## src/sv/ahcpf_pkg.sv

```systemverilog
// ----------------------------------------------------------------------------
// ahcpf_pkg
// Shared constants, job type and helpers for the SOH/EOT framer.
// ----------------------------------------------------------------------------
package ahcpf_pkg;

  localparam logic [7:0] CH_SOH   = 8'h01;
  localparam logic [7:0] CH_PROTO = 8'h4E;
  localparam logic [7:0] CH_TAB   = 8'h09;
  localparam logic [7:0] CH_COMMA = 8'h2C;
  localparam logic [7:0] CH_EOT   = 8'h04;

  localparam int QDEPTH  = 4;
  localparam int QPTR_W  = $clog2(QDEPTH);
  localparam int QCNT_W  = $clog2(QDEPTH + 1);

  // One classified payload word, everything the back end needs to emit it.
  typedef struct packed {
    logic       hdr;   // frame opens with this word
    logic       last;  // frame closes with this word
    logic [7:0] data;  // payload after comma mapping
    logic [7:0] sess;  // session digit, ASCII
    logic [7:0] chk;   // checksum, valid when last
  } job_t;

  function automatic logic [7:0] hex_digit(input logic [3:0] nib);
    logic [7:0] wide;
    wide = {4'h0, nib};
    if (nib <= 4'd9) begin
      return 8'h30 + wide;
    end
    return 8'h37 + wide;  // 'A' - 10
  endfunction

endpackage

```

## src/sv/ahcpf_if.sv

```systemverilog
// ----------------------------------------------------------------------------
// ahcpf_in_if / ahcpf_out_if
// Valid/ready channels for payload words and framed words.
// ----------------------------------------------------------------------------
interface ahcpf_in_if;
  logic       valid;
  logic       ready;
  logic [7:0] payload_byte;
  logic       payload_last;

  modport source (output valid, output payload_byte, output payload_last, input ready);
  modport sink   (input valid, input payload_byte, input payload_last, output ready);
endinterface

interface ahcpf_out_if;
  logic       valid;
  logic       ready;
  logic [7:0] out_byte;
  logic       frame_end;
  logic       run_end;

  modport source (output valid, output out_byte, output frame_end, output run_end,
                  input ready);
  modport sink   (input valid, input out_byte, input frame_end, input run_end,
                  output ready);
endinterface

```

## src/sv/ahcpf_front.sv

```systemverilog
// ----------------------------------------------------------------------------
// ahcpf_front
// Accepts payload words, maps commas, tracks frame state and checksum.
// ----------------------------------------------------------------------------
module ahcpf_front (
  input  logic              clk,
  input  logic              rst_n,
  ahcpf_in_if.sink          in_ch,
  input  logic              cfg_we,
  input  logic [3:0]        cfg_wdata,
  input  logic              q_full,
  output logic              push,
  output ahcpf_pkg::job_t   push_job
);

  logic       in_frame_r, in_frame_nxt;
  logic [7:0] sum_r, sum_nxt;
  logic [3:0] session_r, session_nxt;

  logic [7:0] sess_dig;
  logic [7:0] data_m;
  logic [7:0] base;
  logic [7:0] total;

  assign in_ch.ready = !q_full;
  assign push        = in_ch.valid && !q_full;

  assign sess_dig = ahcpf_pkg::hex_digit(session_r);
  assign data_m   = (in_ch.payload_byte == ahcpf_pkg::CH_COMMA) ? ahcpf_pkg::CH_TAB
                                                                  : in_ch.payload_byte;
  // Sum restarts with 'N' plus session digit on a new frame.
  assign base     = in_frame_r ? sum_r : (ahcpf_pkg::CH_PROTO + sess_dig);
  assign total    = base + data_m;

  always_comb begin
    push_job.hdr  = !in_frame_r;
    push_job.last = in_ch.payload_last;
    push_job.data = data_m;
    push_job.sess = sess_dig;
    push_job.chk  = 8'd0 - total;
  end

  always_comb begin
    in_frame_nxt = in_frame_r;
    sum_nxt      = sum_r;
    session_nxt  = cfg_we ? cfg_wdata : session_r;
    if (push) begin
      in_frame_nxt = !in_ch.payload_last;
      sum_nxt      = in_ch.payload_last ? 8'd0 : total;
    end
  end

  always_ff @(posedge clk) begin
    if (!rst_n) begin
      in_frame_r <= 1'b0;
      sum_r      <= 8'd0;
      session_r  <= 4'd0;
    end else begin
      in_frame_r <= in_frame_nxt;
      sum_r      <= sum_nxt;
      session_r  <= session_nxt;
    end
  end

endmodule

```

## src/sv/ahcpf_queue.sv

```systemverilog
// ----------------------------------------------------------------------------
// ahcpf_queue
// Small FIFO of classified jobs between front and back end.
// ----------------------------------------------------------------------------
module ahcpf_queue (
  input  logic              clk,
  input  logic              rst_n,
  input  logic              push,
  input  ahcpf_pkg::job_t   push_job,
  output logic              full,
  input  logic              pop,
  output logic              head_valid,
  output ahcpf_pkg::job_t   head_job
);

  ahcpf_pkg::job_t                   mem_r [ahcpf_pkg::QDEPTH];
  logic [ahcpf_pkg::QPTR_W-1:0]      wr_ptr_r, wr_ptr_nxt;
  logic [ahcpf_pkg::QPTR_W-1:0]      rd_ptr_r, rd_ptr_nxt;
  logic [ahcpf_pkg::QCNT_W-1:0]      cnt_r, cnt_nxt;

  assign full       = (cnt_r == ahcpf_pkg::QCNT_W'(ahcpf_pkg::QDEPTH));
  assign head_valid = (cnt_r != '0);
  assign head_job   = mem_r[rd_ptr_r];

  always_comb begin
    wr_ptr_nxt = push ? wr_ptr_r + 1'b1 : wr_ptr_r;
    rd_ptr_nxt = pop  ? rd_ptr_r + 1'b1 : rd_ptr_r;
    cnt_nxt    = cnt_r;
    if (push && !pop) begin
      cnt_nxt = cnt_r + 1'b1;
    end else if (pop && !push) begin
      cnt_nxt = cnt_r - 1'b1;
    end
  end

  always_ff @(posedge clk) begin
    if (!rst_n) begin
      wr_ptr_r <= '0;
      rd_ptr_r <= '0;
      cnt_r    <= '0;
    end else begin
      wr_ptr_r <= wr_ptr_nxt;
      rd_ptr_r <= rd_ptr_nxt;
      cnt_r    <= cnt_nxt;
    end
  end

  always_ff @(posedge clk) begin
    if (push) begin
      mem_r[wr_ptr_r] <= push_job;
    end
  end

endmodule

```

## src/sv/ahcpf_back.sv

```systemverilog
// ----------------------------------------------------------------------------
// ahcpf_back
// Expands each job into header, payload and trailer words.
// ----------------------------------------------------------------------------
module ahcpf_back (
  input  logic              clk,
  input  logic              rst_n,
  input  logic              head_valid,
  input  ahcpf_pkg::job_t   head_job,
  output logic              pop,
  ahcpf_out_if.source       out_ch
);

  typedef enum logic [6:0] {
    PH_SOH  = 7'b0000001,
    PH_PROT = 7'b0000010,
    PH_SESS = 7'b0000100,
    PH_DATA = 7'b0001000,
    PH_CHKH = 7'b0010000,
    PH_CHKL = 7'b0100000,
    PH_EOT  = 7'b1000000
  } phase_t;

  phase_t     phase_r, phase_nxt, cur, step;
  logic       mid_r, mid_nxt;
  logic       out_valid_r, out_valid_nxt;
  logic [7:0] out_byte_r, out_byte_nxt;
  logic       frame_end_r, frame_end_nxt;
  logic       run_end_r, run_end_nxt;

  logic       load;
  logic       is_end;
  logic [7:0] cur_byte;

  assign load = !out_valid_r || out_ch.ready;
  assign cur  = mid_r ? phase_r : (head_job.hdr ? PH_SOH : PH_DATA);

  always_comb begin
    cur_byte = head_job.data;
    step     = PH_DATA;
    unique case (cur)
      PH_SOH:  begin cur_byte = ahcpf_pkg::CH_SOH;   step = PH_PROT; end
      PH_PROT: begin cur_byte = ahcpf_pkg::CH_PROTO; step = PH_SESS; end
      PH_SESS: begin cur_byte = head_job.sess;       step = PH_DATA; end
      PH_DATA: begin cur_byte = head_job.data;       step = PH_CHKH; end
      PH_CHKH: begin
        cur_byte = ahcpf_pkg::hex_digit(head_job.chk[7:4]);
        step     = PH_CHKL;
      end
      PH_CHKL: begin
        cur_byte = ahcpf_pkg::hex_digit(head_job.chk[3:0]);
        step     = PH_EOT;
      end
      PH_EOT:  begin cur_byte = ahcpf_pkg::CH_EOT;   step = PH_SOH;  end
      default: begin cur_byte = head_job.data;       step = PH_DATA; end
    endcase
  end

  assign is_end = ((cur == PH_DATA) && !head_job.last) || (cur == PH_EOT);
  assign pop    = load && head_valid && is_end;

  always_comb begin
    phase_nxt     = phase_r;
    mid_nxt       = mid_r;
    out_valid_nxt = out_valid_r;
    out_byte_nxt  = out_byte_r;
    frame_end_nxt = frame_end_r;
    run_end_nxt   = run_end_r;
    if (load) begin
      out_valid_nxt = head_valid;
      if (head_valid) begin
        out_byte_nxt  = cur_byte;
        frame_end_nxt = (cur == PH_EOT);
        run_end_nxt   = is_end;
        mid_nxt       = !is_end;
        phase_nxt     = step;
      end
    end
  end

  always_ff @(posedge clk) begin
    if (!rst_n) begin
      phase_r     <= PH_SOH;
      mid_r       <= 1'b0;
      out_valid_r <= 1'b0;
    end else begin
      phase_r     <= phase_nxt;
      mid_r       <= mid_nxt;
      out_valid_r <= out_valid_nxt;
    end
  end

  always_ff @(posedge clk) begin
    out_byte_r  <= out_byte_nxt;
    frame_end_r <= frame_end_nxt;
    run_end_r   <= run_end_nxt;
  end

  assign out_ch.valid     = out_valid_r;
  assign out_ch.out_byte  = out_byte_r;
  assign out_ch.frame_end = frame_end_r;
  assign out_ch.run_end   = run_end_r;

endmodule

```

## src/sv/ascii_hex_checksum_packet_framer_top.sv

```systemverilog
// ----------------------------------------------------------------------------
// ascii_hex_checksum_packet_framer_top
// SOH/EOT packet framer with a two-digit ASCII hex additive checksum.
// ----------------------------------------------------------------------------
// The first framed word of a payload word passes the job queue, then the output register.
// One framed word per cycle unless out_ch.ready stalls the single output register;
//   a mid-frame word yields 1 word, a frame's first word 3 more, its last 3 more.
// Input accepts every cycle while the 4-deep job queue has room.
// Reset (rst_n low, synchronous) closes any open frame, clears the checksum,
//   empties the queue and output, and sets the session nibble to 0.
// ----------------------------------------------------------------------------
module ascii_hex_checksum_packet_framer_top (
  input  logic        clk,
  input  logic        rst_n,
  ahcpf_in_if.sink    in_ch,
  ahcpf_out_if.source out_ch,
  input  logic        cfg_we,
  input  logic [3:0]  cfg_wdata
);

  // Front end: decides header/trailer, maps commas, keeps the running sum
  // and the session register. Each accepted word becomes one job.
  logic            push;
  ahcpf_pkg::job_t push_job;
  logic            q_full;

  // Back end side of the queue.
  logic            pop;
  logic            head_valid;
  ahcpf_pkg::job_t head_job;

  ahcpf_front u_front (
    .clk      (clk),
    .rst_n    (rst_n),
    .in_ch    (in_ch),
    .cfg_we   (cfg_we),
    .cfg_wdata(cfg_wdata),
    .q_full   (q_full),
    .push     (push),
    .push_job (push_job)
  );

  // Queue decouples acceptance from the 1..7 word expansion of each job,
  // so header/trailer bursts do not stall the input immediately.
  ahcpf_queue u_queue (
    .clk       (clk),
    .rst_n     (rst_n),
    .push      (push),
    .push_job  (push_job),
    .full      (q_full),
    .pop       (pop),
    .head_valid(head_valid),
    .head_job  (head_job)
  );

  // Back end: walks SOH, 'N', session, data, checksum hi/lo, EOT as needed,
  // one word per cycle into the output register unless stalled; pops on the job's last word.
  ahcpf_back u_back (
    .clk       (clk),
    .rst_n     (rst_n),
    .head_valid(head_valid),
    .head_job  (head_job),
    .pop       (pop),
    .out_ch    (out_ch)
  );

endmodule

```

## src/flat_wrapper.sv

```systemverilog
// flat-port wrapper written by rule: the top's interface ports become plain ports
module ascii_hex_checksum_packet_framer_top_flat 
  (clk, rst_n, cfg_we, cfg_wdata, in_ch_valid, in_ch_payload_byte, in_ch_payload_last, in_ch_ready, out_ch_valid, out_ch_out_byte, out_ch_frame_end, out_ch_run_end, out_ch_ready);
  ahcpf_in_if in_ch_i ();
  ahcpf_out_if out_ch_i ();
  input  logic clk;
  input  logic rst_n;
  input  logic cfg_we;
  input  logic [3:0] cfg_wdata;
  input wire logic [$bits(in_ch_i.valid)-1:0] in_ch_valid;
  input wire logic [$bits(in_ch_i.payload_byte)-1:0] in_ch_payload_byte;
  input wire logic [$bits(in_ch_i.payload_last)-1:0] in_ch_payload_last;
  output wire logic [$bits(in_ch_i.ready)-1:0] in_ch_ready;
  output wire logic [$bits(out_ch_i.valid)-1:0] out_ch_valid;
  output wire logic [$bits(out_ch_i.out_byte)-1:0] out_ch_out_byte;
  output wire logic [$bits(out_ch_i.frame_end)-1:0] out_ch_frame_end;
  output wire logic [$bits(out_ch_i.run_end)-1:0] out_ch_run_end;
  input wire logic [$bits(out_ch_i.ready)-1:0] out_ch_ready;
  assign in_ch_i.valid = in_ch_valid;
  assign in_ch_i.payload_byte = in_ch_payload_byte;
  assign in_ch_i.payload_last = in_ch_payload_last;
  assign in_ch_ready = in_ch_i.ready;
  assign out_ch_valid = out_ch_i.valid;
  assign out_ch_out_byte = out_ch_i.out_byte;
  assign out_ch_frame_end = out_ch_i.frame_end;
  assign out_ch_run_end = out_ch_i.run_end;
  assign out_ch_i.ready = out_ch_ready;
  ascii_hex_checksum_packet_framer_top u_core (.clk(clk), .rst_n(rst_n), .in_ch(in_ch_i), .out_ch(out_ch_i), .cfg_we(cfg_we), .cfg_wdata(cfg_wdata));
endmodule
```

## config.mk

```make
export PLATFORM = sky130hd
export DESIGN_NAME = ascii_hex_checksum_packet_framer_top_flat
export DESIGN_NICKNAME = d
export VERILOG_FILES = /design/src/sv/ahcpf_pkg.sv /design/src/sv/ahcpf_if.sv /design/src/sv/ahcpf_front.sv /design/src/sv/ahcpf_queue.sv /design/src/sv/ahcpf_back.sv /design/src/sv/ascii_hex_checksum_packet_framer_top.sv /design/src/flat_wrapper.sv
export SDC_FILE = /design/constraint.sdc
export NUM_CORES = 1
export LEC_CHECK = 0
export ABC_AREA = 1
export ABC_CLOCK_PERIOD_IN_PS = 7900
export BUFFER_PORTS_ARGS = -buffer_cell sky130_fd_sc_hd__buf_2
export CAP_MARGIN = 20
export CORE_MARGIN = 5
export CORE_UTILIZATION = 41
export CTS_CLUSTER_DIAMETER = 40
export DETAILED_ROUTE_END_ITERATION = 8
export PLACE_DENSITY = 0.55
export SKIP_LAST_GASP = 1
export SYNTH_ARGS = -nofsm -noshare
export SYNTH_HDL_FRONTEND = slang
export SYNTH_HIERARCHICAL = 1
export SYNTH_SLANG_ARGS = --single-unit
```

## constraint.sdc

```tcl
create_clock -name clk -period 7.9 [get_ports clk]
set_clock_uncertainty 0.15 [all_clocks]
set_input_delay 2.37 -clock clk [delete_from_list [all_inputs] [get_ports clk]]
set_output_delay 2.37 -clock clk [all_outputs]
set_load 0.03 [all_outputs]
```

======== After elaboration in Yosys (flattened, before gate mapping) ========
Memories as Yosys holds them, arrays and structs flattened. A register that Yosys moved wholly into a read port is not among the register bits.
Index checks and enable logic that the tools add are counted.
word-level totals
  memories kept ........................... 1
  input bits .............................. 18
  register bits ........................... 39
  memory bits (writable) .................. 104
operators by class
  multiplexer cells ....................... 24
  add/subtract/negate cells ............... 13
  eq/ne operators ......................... 9
  reductions and logical operators ........ 19
  order comparisons ....................... 3
memories
  name                  depth  width  rd ports  clocked after memory_dff  wr ports  line               source
  u_core.u_queue.mem_r  4      26     1         1                         1         ahcpf_queue.sv:16  ahcpf_pkg::job_t mem_r [ahcpf_pkg::QDEPTH];
operators with widths
  operator                                                number
  two-way mux 8 bit                                       9
  case mux 8 bit (6 select lines)                         1
  adder 6 x 4 -> 7 bit (first input constant)             6
  case mux 7 bit (6 select lines)                         1
  less-or-equal comparator 4 bit (second input constant)  3
  adder 7 x 8 -> 8 bit (first input constant)             1
  adder 8 bit                                             1
  == test 8 x 6 -> 1 bit (second input constant)          1
  logical NOT 1 bit                                       8
  subtractor 1 x 8 -> 8 bit (first input constant)        1
  == test 7 x 1 -> 1 bit (second input constant)          1
  == test 7 x 2 -> 1 bit (second input constant)          1
  == test 7 x 3 -> 1 bit (second input constant)          1
  == test 7 x 4 -> 1 bit (second input constant)          1
  == test 7 x 5 -> 1 bit (second input constant)          1
  == test 7 x 6 -> 1 bit (second input constant)          1
  == test 7 bit (second input constant)                   1
  two-way mux 1 bit                                       7
  two-way mux 7 bit                                       1
  logical AND 1 bit                                       6
  two-way mux 3 bit                                       2
  adder 2 x 1 -> 2 bit (second input constant)            2
  two-way mux 2 bit                                       2
  two-way mux 4 bit                                       1
  other kinds (7)                                         8

======== Depth between registers and ports, before layout ========
Gate-level depths: netlist of run 1.
  word-level depth ........................ 9
  mapped depth ............................ 23

======== Hierarchy ========
The synthesis of run 1 kept the hierarchy.
by module, submodules not included
  module       cells an instance  area an instance (um^2)  instances
  ahcpf_queue  310                4,292.9                  1
  ahcpf_front  245                1,455.1                  1
  ahcpf_back   178                1,358.8                  1

======== Worst setup path after synthesis of run 1 ========
No wires, ideal clock.
  kind .................................... input -> register
  from .................................... in in_ch_payload_byte[5]
  to ...................................... mem u_core/u_queue/mem_r[0][7] (netlist name) (data pin)
  stages on the path ...................... 15
  data arrival time ....................... 4,320 ps
  library setup time ...................... 265 ps
  slack ................................... 3,165 ps
  path buffers ............................ 0
  required time ........................... 7,485 ps
  cells stage by stage .................... inv_1 nor2_1 nand2_1 nor4_1 or2_2 ha_1 inv_1 fa_1 nand2_1 a21oi_2 nand3_1 nor2_2 nand3_1 nand2_1 nand2_1
RTL lines
  item         line                source
  from (decl)  flat_wrapper.sv:11  input wire logic [$bits(in_ch_i.payload_byte)-1:0] in_ch_payload_byte;
  to (decl)    ahcpf_queue.sv:16

==> results of run 1 <==
==> stage by stage <==
step            util  power, mW  hold WS (ns)
3_5_place_dp   0.432       1.85         0.296
4_1_cts        0.465       2.62         0.305
2_1_floorplan      -       1.65         0.262
5_1_grt        0.465       2.75         0.318
3_3_place_gp   0.432       1.83         0.275
6_report       0.465       2.60         0.304
==> layer usage <==
layer / up-vias / share of wire / global-route usage / wire, um
met3: 19 / 0.043 / 0.0367 / 686
met5: - / 0 / 0 / 0
met1: 2354 / 0.48 / 0.228 / 7630
li1: 2542 / - / - / -
met4: 0 / 0.015 / 0.0510 / 247
met2: 109 / 0.47 / 0.261 / 7470
==> logic make-up after synthesis <==
| group | share of synthesized area |
|---|---|
| compound gates | 0.110 |
| xor+xnor | 0.00493 |
| fa+ha+maj | 0.0426 |
| buf+inv | 0.0664 |
| flops | 0.569 |
| other cells | 0.000528 |
| simple gates | 0.206 |
==> how the worst min path moves through the flow <==
stage	to	slack, ns	cells past startpoint
floorplan	register	0.26	1
global placement	u_core/u_queue/rd_ptr_r[1]	0.28	1
detailed placement	u_core/u_queue/rd_ptr_r[1]	0.30	1
CTS	u_core/u_queue/rd_ptr_r[1]	0.30	1
global route	register	0.32	1
finish	u_core/u_queue/rd_ptr_r[1]	0.30	1
==> power by group through the flow <==
stage / combinational, mW / clock (mW) / sequential, mW
floorplan: 0.549 / 0 / 1.10
global placement: 0.774 / 0 / 1.06
detailed placement: 0.790 / 0 / 1.06
CTS: 0.793 / 0.784 / 1.04
global route: 0.880 / 0.821 / 1.05
finish: 0.793 / 0.771 / 1.04
==> cells in the mapped netlist, drive strengths merged (2+ instances only) <==
library cell | number | share of area
dfxtp | 31 | 0.087
nand3 | 44 | 0.037
a21oi | 37 | 0.028
nor2 | 103 | 0.063
nand2 | 148 | 0.092
xor2 | 4 | 0.0049
clkbuf | 5 | 0.0026
ha | 21 | 0.037
o21ai | 79 | 0.056
inv | 78 | 0.043
nor3 | 6 | 0.0065
nand4 | 5 | 0.0044
o22ai | 27 | 0.024
fa | 2 | 0.0056
edfxtp | 114 | 0.48
nor4 | 2 | 0.0018
buf | 21 | 0.021
==> cell type report <==
class	instances	area [um^2]	share of cell area
Sequential cell	145	4040	0.507
Clock inverter	10	113	0.0141
Clock buffer	22	454	0.0569
Multi-Input combinational cell	483	2590	0.325
Timing Repair Buffer	35	190	0.0238
Inverter	79	307	0.0384
Tap cell	225	282	0.0353
==> worst max-delay path: cells and delay by family <==
| kind | cells | cell delay [ns] |
|---|---|---|
| buffers and inverters | 2 | 0.21 |
| AO/OA/AOI/OAI | 1 | 0.18 |
| AND/OR/NAND/NOR | 10 | 1.31 |
| adder cells (fa/ha/maj) | 2 | 0.74 |
==> cells in the final DEF (no fill, tap or decap), drive strengths merged <==
cell,Yosys,routed
nand2,148,148
ha,21,21
nor3b,1,1
or2,1,1
fa,2,2
nor2,103,103
o22ai,27,27
nor3,6,6
o21bai,1,1
xor2,4,4
conb,1,1
o21a,1,1
clkinv,1,6
clkinvlp,0,2
inv,78,79
buf,21,35
nor4,2,2
bufinv,0,2
nand4,5,5
nand3,44,44
o21ai,79,79
edfxtp,114,114
clkbuf,5,22
dfxtp,31,31
a21oi,37,37
==> flip-flops by register name (all words and copies together) (netlist names), 2 cells and up, named ones only <==
signal / cells
u_core/u_queue/cnt_r: 3
u_core/u_queue/mem_r: 104
u_core/u_back/phase_r: 7
u_core/u_back/out_ch.out_byte: 8
u_core/u_front/sum_r: 8
u_core/u_queue/wr_ptr_r: 2
u_core/u_queue/rd_ptr_r: 2
u_core/u_front/session_r: 4
==> impl_results.md, run 1 <==
* Initial Util at 0.414
* PD cells at around 330 nW/um^2
* Max Cap Violations at 0
* # fillers at between 1.5k and 2k
* Port bufs at 29
* Synth Warn # at 6
* Final Setup Violations at 0
* Post-CTS Hold Buffers at 0
* CP startpoint kind: input port
* Worst vdd ir at 0.000160 V
* Pin count of the biggest net entering global routing at 54
* Max Root-Sink Buffers at 2
* Flop pwr share at 0.400
* Final HPWL DP at about 11 mm
* Post-synthesis area per instance at just under 10 um^2
* Final WL at between 15 and 20 mm
* Number of synthesized flops with an enable pin at between 100 and 150
* Critical Path RT at 7.89 ns
* Root buf cell: clkbuf_16
* Hold Path Class: register to register
* # H-tree levels at 4
* GRT Resource Usage Total at 0.165
* Unique masters post-synth at 39
* CTS sink count at between 100 and 150
* Dpl cells at 967
* ANT cells at 0
* Number of core rows at 48
* Tcrit/Tclk final at 0.611
* Fmax at a little over 0.2 GHz
* Post-route DRC at 0
* Syn_nets at between 700 and 800
* Final hold violation count at 0
* Die Span X at roughly 140 um
* Crit path cell chain: buf_2, nor2_1, nand2_1, nor4_1, or2_2, ha_1, inv_1, fa_1, nand2_1, a21oi_2, nand3_1, nor2_2, nand3_1, nand2_1, nand2_1
* Initial antenna violation count at 0
* Worst slack after detailed placement at about 2.7 ns
* Reg2reg end: u_core/u_queue/cnt_r[1]
* Lkg Pwr at ~3.3 nW
* DIE HEIGHT at approximately 140 um
* CP peak stage delay at 0.54 ns
* P_sw at approximately 920 uW
* Final-report max-slew violation count at 0
* Final worst setup slack at about 3 ns
* Core outline area at between 15,000 and 20,000 um^2
* TritonRoute pass-1 iters at 5
* Vias/cell at between 5 and 6
* Status: completed
* Postcts setup bufs at 0
* Cts bufs inserted at 17
* Async S/R FF share, synth at 0
* Design area at 7980 um^2
* Slew @ Worst Pin at 0.656 ns
* Worst reg2reg setup slack at ~4.2 ns
* Slowest-stage cell, CP: fa_1
* Crit path kind: input port to register
* Cells after Synth at around 730
* Internal Pwr Total at roughly 1.7 mW
* Vias at between 5k and 6k
* Worst reg2reg path depth at 17
* Detail Route Antenna Nets at 0
* Post-layout min period at 4.83 ns
* Post-CTS Resized at 0
* Nets at 802
* Worst path most repeated cell: nand2_1
* Sw Share at 0.353
* Clk_lat worst skew at slightly above 0.4 ns
* CTS tree: done
* Slew headroom at 0.562
* RSZ-0062 raised after global routing: false
* Post-Syn Area at around 7100 um^2
* First-pass GRT wire length at between 20 and 30 mm
* Share of layout cells above drive strength 1 at 0.155
* Clock power frac at 0.296
* Critical Path End: u_core/u_queue/mem_r[1][7]
* CP Max Fanout at 8
* Register area share after synthesis at 0.569
* Vias in the first global route at around 5k
* Non-Filler Instances at 999
* Worst-path clk slew at ~0.060 ns
* CP Capture Type: register
* Die area at roughly 20,000 um^2
* Gr ovfl total at 0
* Min-delay src: u_core/u_queue/rd_ptr_r[1]
* Critical path data arrival time at between 4 and 5 ns
* Final TNS setup at 0 ns
* Wire per inst at 16.1 um
* Top FF cell, synth: edfxtp_1
* Area post-placement at ~7400 um^2
* P&R area growth vs syn at 12.3%
* Combinational power share at 0.305
* Drt initial violations at 289
* I/O Pins at 30
* Yosys reg bits at ~150
* Final GP Congestion at ~0.97
* Worst Setup SP: in_ch_payload_byte[7]
Power figures use the tool's default switching activity.
==> inputs of run 2 (changes only) <==
- ABC_CLOCK_PERIOD_IN_PS: 7900 -> 3980
- PLACE_DENSITY: 0.55 -> 0.57
- clock period: 7.9 -> 3.98 ns (I/O delays scaled with it)
==> run 2 against run 1 <==
  * Sequential power rose by 99%
  * Clock power rose by 98%
  * Core utilization rose by 0.29 points
  * Wire length rose by 1.6%
  * Global-route usage rose by 0.54 points
  * Final cell count rose by 0.60%
  * Clock-buffer cell count fell by 1
  * Worst setup slack got worse by 2.7 ns
  * First-iteration DRC count rose by 8.0%
  * Power rose by 99%
  * Final area rose by 0.63%
  * Largest cell class unchanged
  * Highest routed layer unchanged
==> impl_results.md, run 2 (synthesized netlist as in run 1, its figures left out) <==
* Worst path most repeated cell: nand2_1 (unchanged)
* Final hold violation count at 0 (unchanged)
* GRT Resource Usage Total at 0.171 (was 0.165)
* Number of core rows at 48 (unchanged)
* CTS tree: done (unchanged)
* Detail Route Antenna Nets at 0 (unchanged)
* Most frequent cells in the layout: 126 x nand2_1, 114 x edfxtp_1, 92 x nor2_1 (unchanged)
* CP Capture Type: register (unchanged)
* Root buf cell: clkbuf_16 (unchanged)
* Hold Path Class: register to register (unchanged)
* Final Setup Violations at 0 (unchanged)
* Crit path kind: register to register (was input port to register)
* Overall Power at 5.17 mW (was 2.60 mW)
* First-pass GRT wire length at 26.1 mm (was 25.8 mm)
* Critical Path RT at 3.98 ns (was 7.89 ns)
* Post-route DRC at 0 (unchanged)
* Area post-placement at 7460 um^2 (was 7410 um^2)
* # H-tree levels at 4 (unchanged)
* Final-report max-slew violation count at 0 (unchanged)
* Buf/Inv on CP at 1 (was 2)
* Worst slack after detailed placement at 0.0124 ns (was 2.71 ns)
* Design area at 8030 um^2 (was 7980 um^2)
* Max FFs per register at 104 (unchanged)
* Nets at 808 (was 802)
* Final TNS setup at 0 ns (unchanged)
* Worst Setup SP: u_core/u_front/session_r[0] (was in_ch_payload_byte[7])
* RSZ-0062 raised after global routing: false (unchanged)
* Die area at 20,100 um^2 (unchanged)
* Dpl cells at 973 (was 967)
* Critical path data arrival time at 3.63 ns (was 4.82 ns)
* Initial antenna violation count at 0 (unchanged)
* Crit path cell chain: inv_1, ha_1, o21ai_2, nand2_2, nand2_1, o21a_1, ha_1, o21bai_1, nand2_1, a21oi_1, ha_1, a21oi_2, nand2_1, nand2_1, nand2_2, nor2_2, nand2_1, nand2_1, nand2_1 (was buf_2, nor2_1, nand2_1, nor4_1, or2_2, ha_1, inv_1, fa_1, nand2_1, a21oi_2, nand3_1, nor2_2, nand3_1, nand2_1, nand2_1)
* Final worst setup slack at 0.356 ns (was 3.07 ns)
* Vias at 5,163 (was 5,024)
* Final HPWL DP at 11.3 mm (was 10.9 mm)
* Postcts setup bufs at 0 (unchanged)
* Cts bufs inserted at 17 (unchanged)
* DIE HEIGHT at 142 um (unchanged)
* Clk_lat worst skew at 0.42 ns (was 0.41 ns)
* Pin count of the biggest net entering global routing at 51 (was 54)
* Reg2reg end: u_core/u_queue/mem_r[0][6] (was u_core/u_queue/cnt_r[1])
* Lkg Pwr at 3.33 nW (was 3.29 nW)
* PD cells at 644 nW/um^2 (was 326 nW/um^2)
* Core outline area at 17,200 um^2 (unchanged)
* Fmax at 0.276 GHz
* Final GP Congestion at 0.928 (was 0.968)
* TritonRoute pass-1 iters at 4 (was 5)
* P&R area growth vs syn at 13.0% (was 12.3%)
* Non-Filler Instances at 1,005 (was 999)
* Initial Util at 0.414 (unchanged)
* ANT cells at 0 (unchanged)
* Gr ovfl total at 0 (unchanged)
* CP Depth at 19 (was 15)
* Slew @ Worst Pin at 0.655 ns (was 0.656 ns)
* CTS sink count at 145 (unchanged)
* CP Max Fanout at 10 (was 8)
* Worst-path clk slew at 0.06 ns (about the same)
* Family with the most delay on the worst path: compound AO/OA/AOI/OAI gates (was simple AND/OR/NAND/NOR gates)
* Port bufs at 29 (unchanged)
* Wire per inst at 16.2 um (was 16.1 um)
* Post-CTS Resized at 0 (unchanged)
* Tcrit/Tclk final at 0.911
* Worst reg2reg path depth at 19 (was 17)
* Most common cell after layout, fill and taps aside: nand2_1 (unchanged)
* CP startpoint kind: register (was input port)
* Worst reg2reg setup slack at 0.36 ns (was 4.24 ns)
* Slew headroom at 0.563 (was 0.562)
* Final WL at 16.3 mm (was 16.0 mm)
* Status: completed (unchanged)
* Max Cap Violations at 0 (unchanged)
* Vias/cell at 5.14 (was 5.03)
* Share of layout cells above drive strength 1 at 0.164 (was 0.155)
* Max Root-Sink Buffers at 2 (unchanged)
* Post-CTS Hold Buffers at 0 (unchanged)
* Vias in the first global route at 5,087 (was 4,929)
* Worst vdd ir at 0.000376 V (was 0.000160 V)
* Drt initial violations at 312 (was 289)
* Post-layout min period at ~3.6 ns
* # fillers at 1,665 (was 1,636)
* Critical Path End: u_core/u_queue/mem_r[0][6] (was u_core/u_queue/mem_r[1][7])
* Slowest-stage cell, CP: ha_1 (was fa_1)
* Top reg by flops: u_core/u_queue/mem_r (unchanged)
* Reg2Reg Launch Point: u_core/u_front/session_r[0]
* Die Span X at 142 um (unchanged)
* I/O Pins at 30 (unchanged)
* CP peak stage delay at 0.40 ns (was 0.54 ns)
-- run 2: cell type report --
class,instances,area (um^2),share of cell area
sequential,145,4040,0.504
tap,225,282,0.0351
clock inverter,11,100,0.0125
clock buffer,21,472,0.0587
inverter,79,307,0.0382
timing repair buffer,41,235,0.0293
multi-input combinational,483,2590,0.323
-- run 2: per-stage QoR --
stage / util / hold slack, ns
floorplan: - / 0.262
global placement: 0.434 / 0.274
detailed placement: 0.434 / 0.289
CTS: 0.468 / 0.297
global route: 0.468 / 0.322
finish: 0.468 / 0.289
-- run 2: report_power, final --
| part | switching [mW] | internal [mW] | total, mW |
|---|---|---|---|
| Sequential | 0.105 | 1.96 | 2.07 |
| Combinational | 1.12 | 0.451 | 1.57 |
| Clock | 0.613 | 0.917 | 1.53 |
| Total | 1.84 | 3.33 | 5.17 |
-- run 2: worst min-delay path by stage --
stage | start | end | slack (ns) | cells past startpoint
after CTS | u_core/u_queue/rd_ptr_r[1] | register | 0.30 | 1
after global placement | u_core/u_queue/rd_ptr_r[1] | u_core/u_queue/rd_ptr_r[1] | 0.27 | 1
final | u_core/u_queue/rd_ptr_r[1] | register | 0.29 | 1
after floorplan | u_core/u_queue/rd_ptr_r[1] | register | 0.26 | 1
after detailed placement | u_core/u_queue/rd_ptr_r[1] | register | 0.29 | 1
after global routing | u_core/u_queue/rd_ptr_r[1] | register | 0.32 | 1
-- run 2: per-layer routing --
metal  vias up  track usage  share of wire
met1      2440        0.216           0.43
met5         -            0              0
met4         0       0.0646          0.021
met3        28       0.0391          0.048
met2       133        0.286           0.50
li1       2562            -              -
-- run 2: worst register-to-register path, stage by stage (launching register included) --
cell	delay [ns]
dfxtp_1	0.35
inv_1	0.09
ha_1	0.23
o21ai_2	0.14
nand2_2	0.15
nand2_1	0.09
o21a_1	0.23
ha_1	0.24
o21bai_1	0.12
nand2_1	0.06
a21oi_1	0.23
ha_1	0.40
a21oi_2	0.24
nand2_1	0.11
nand2_1	0.08
nand2_2	0.09
nor2_2	0.14
nand2_1	0.06
nand2_1	0.06
nand2_1	0.10
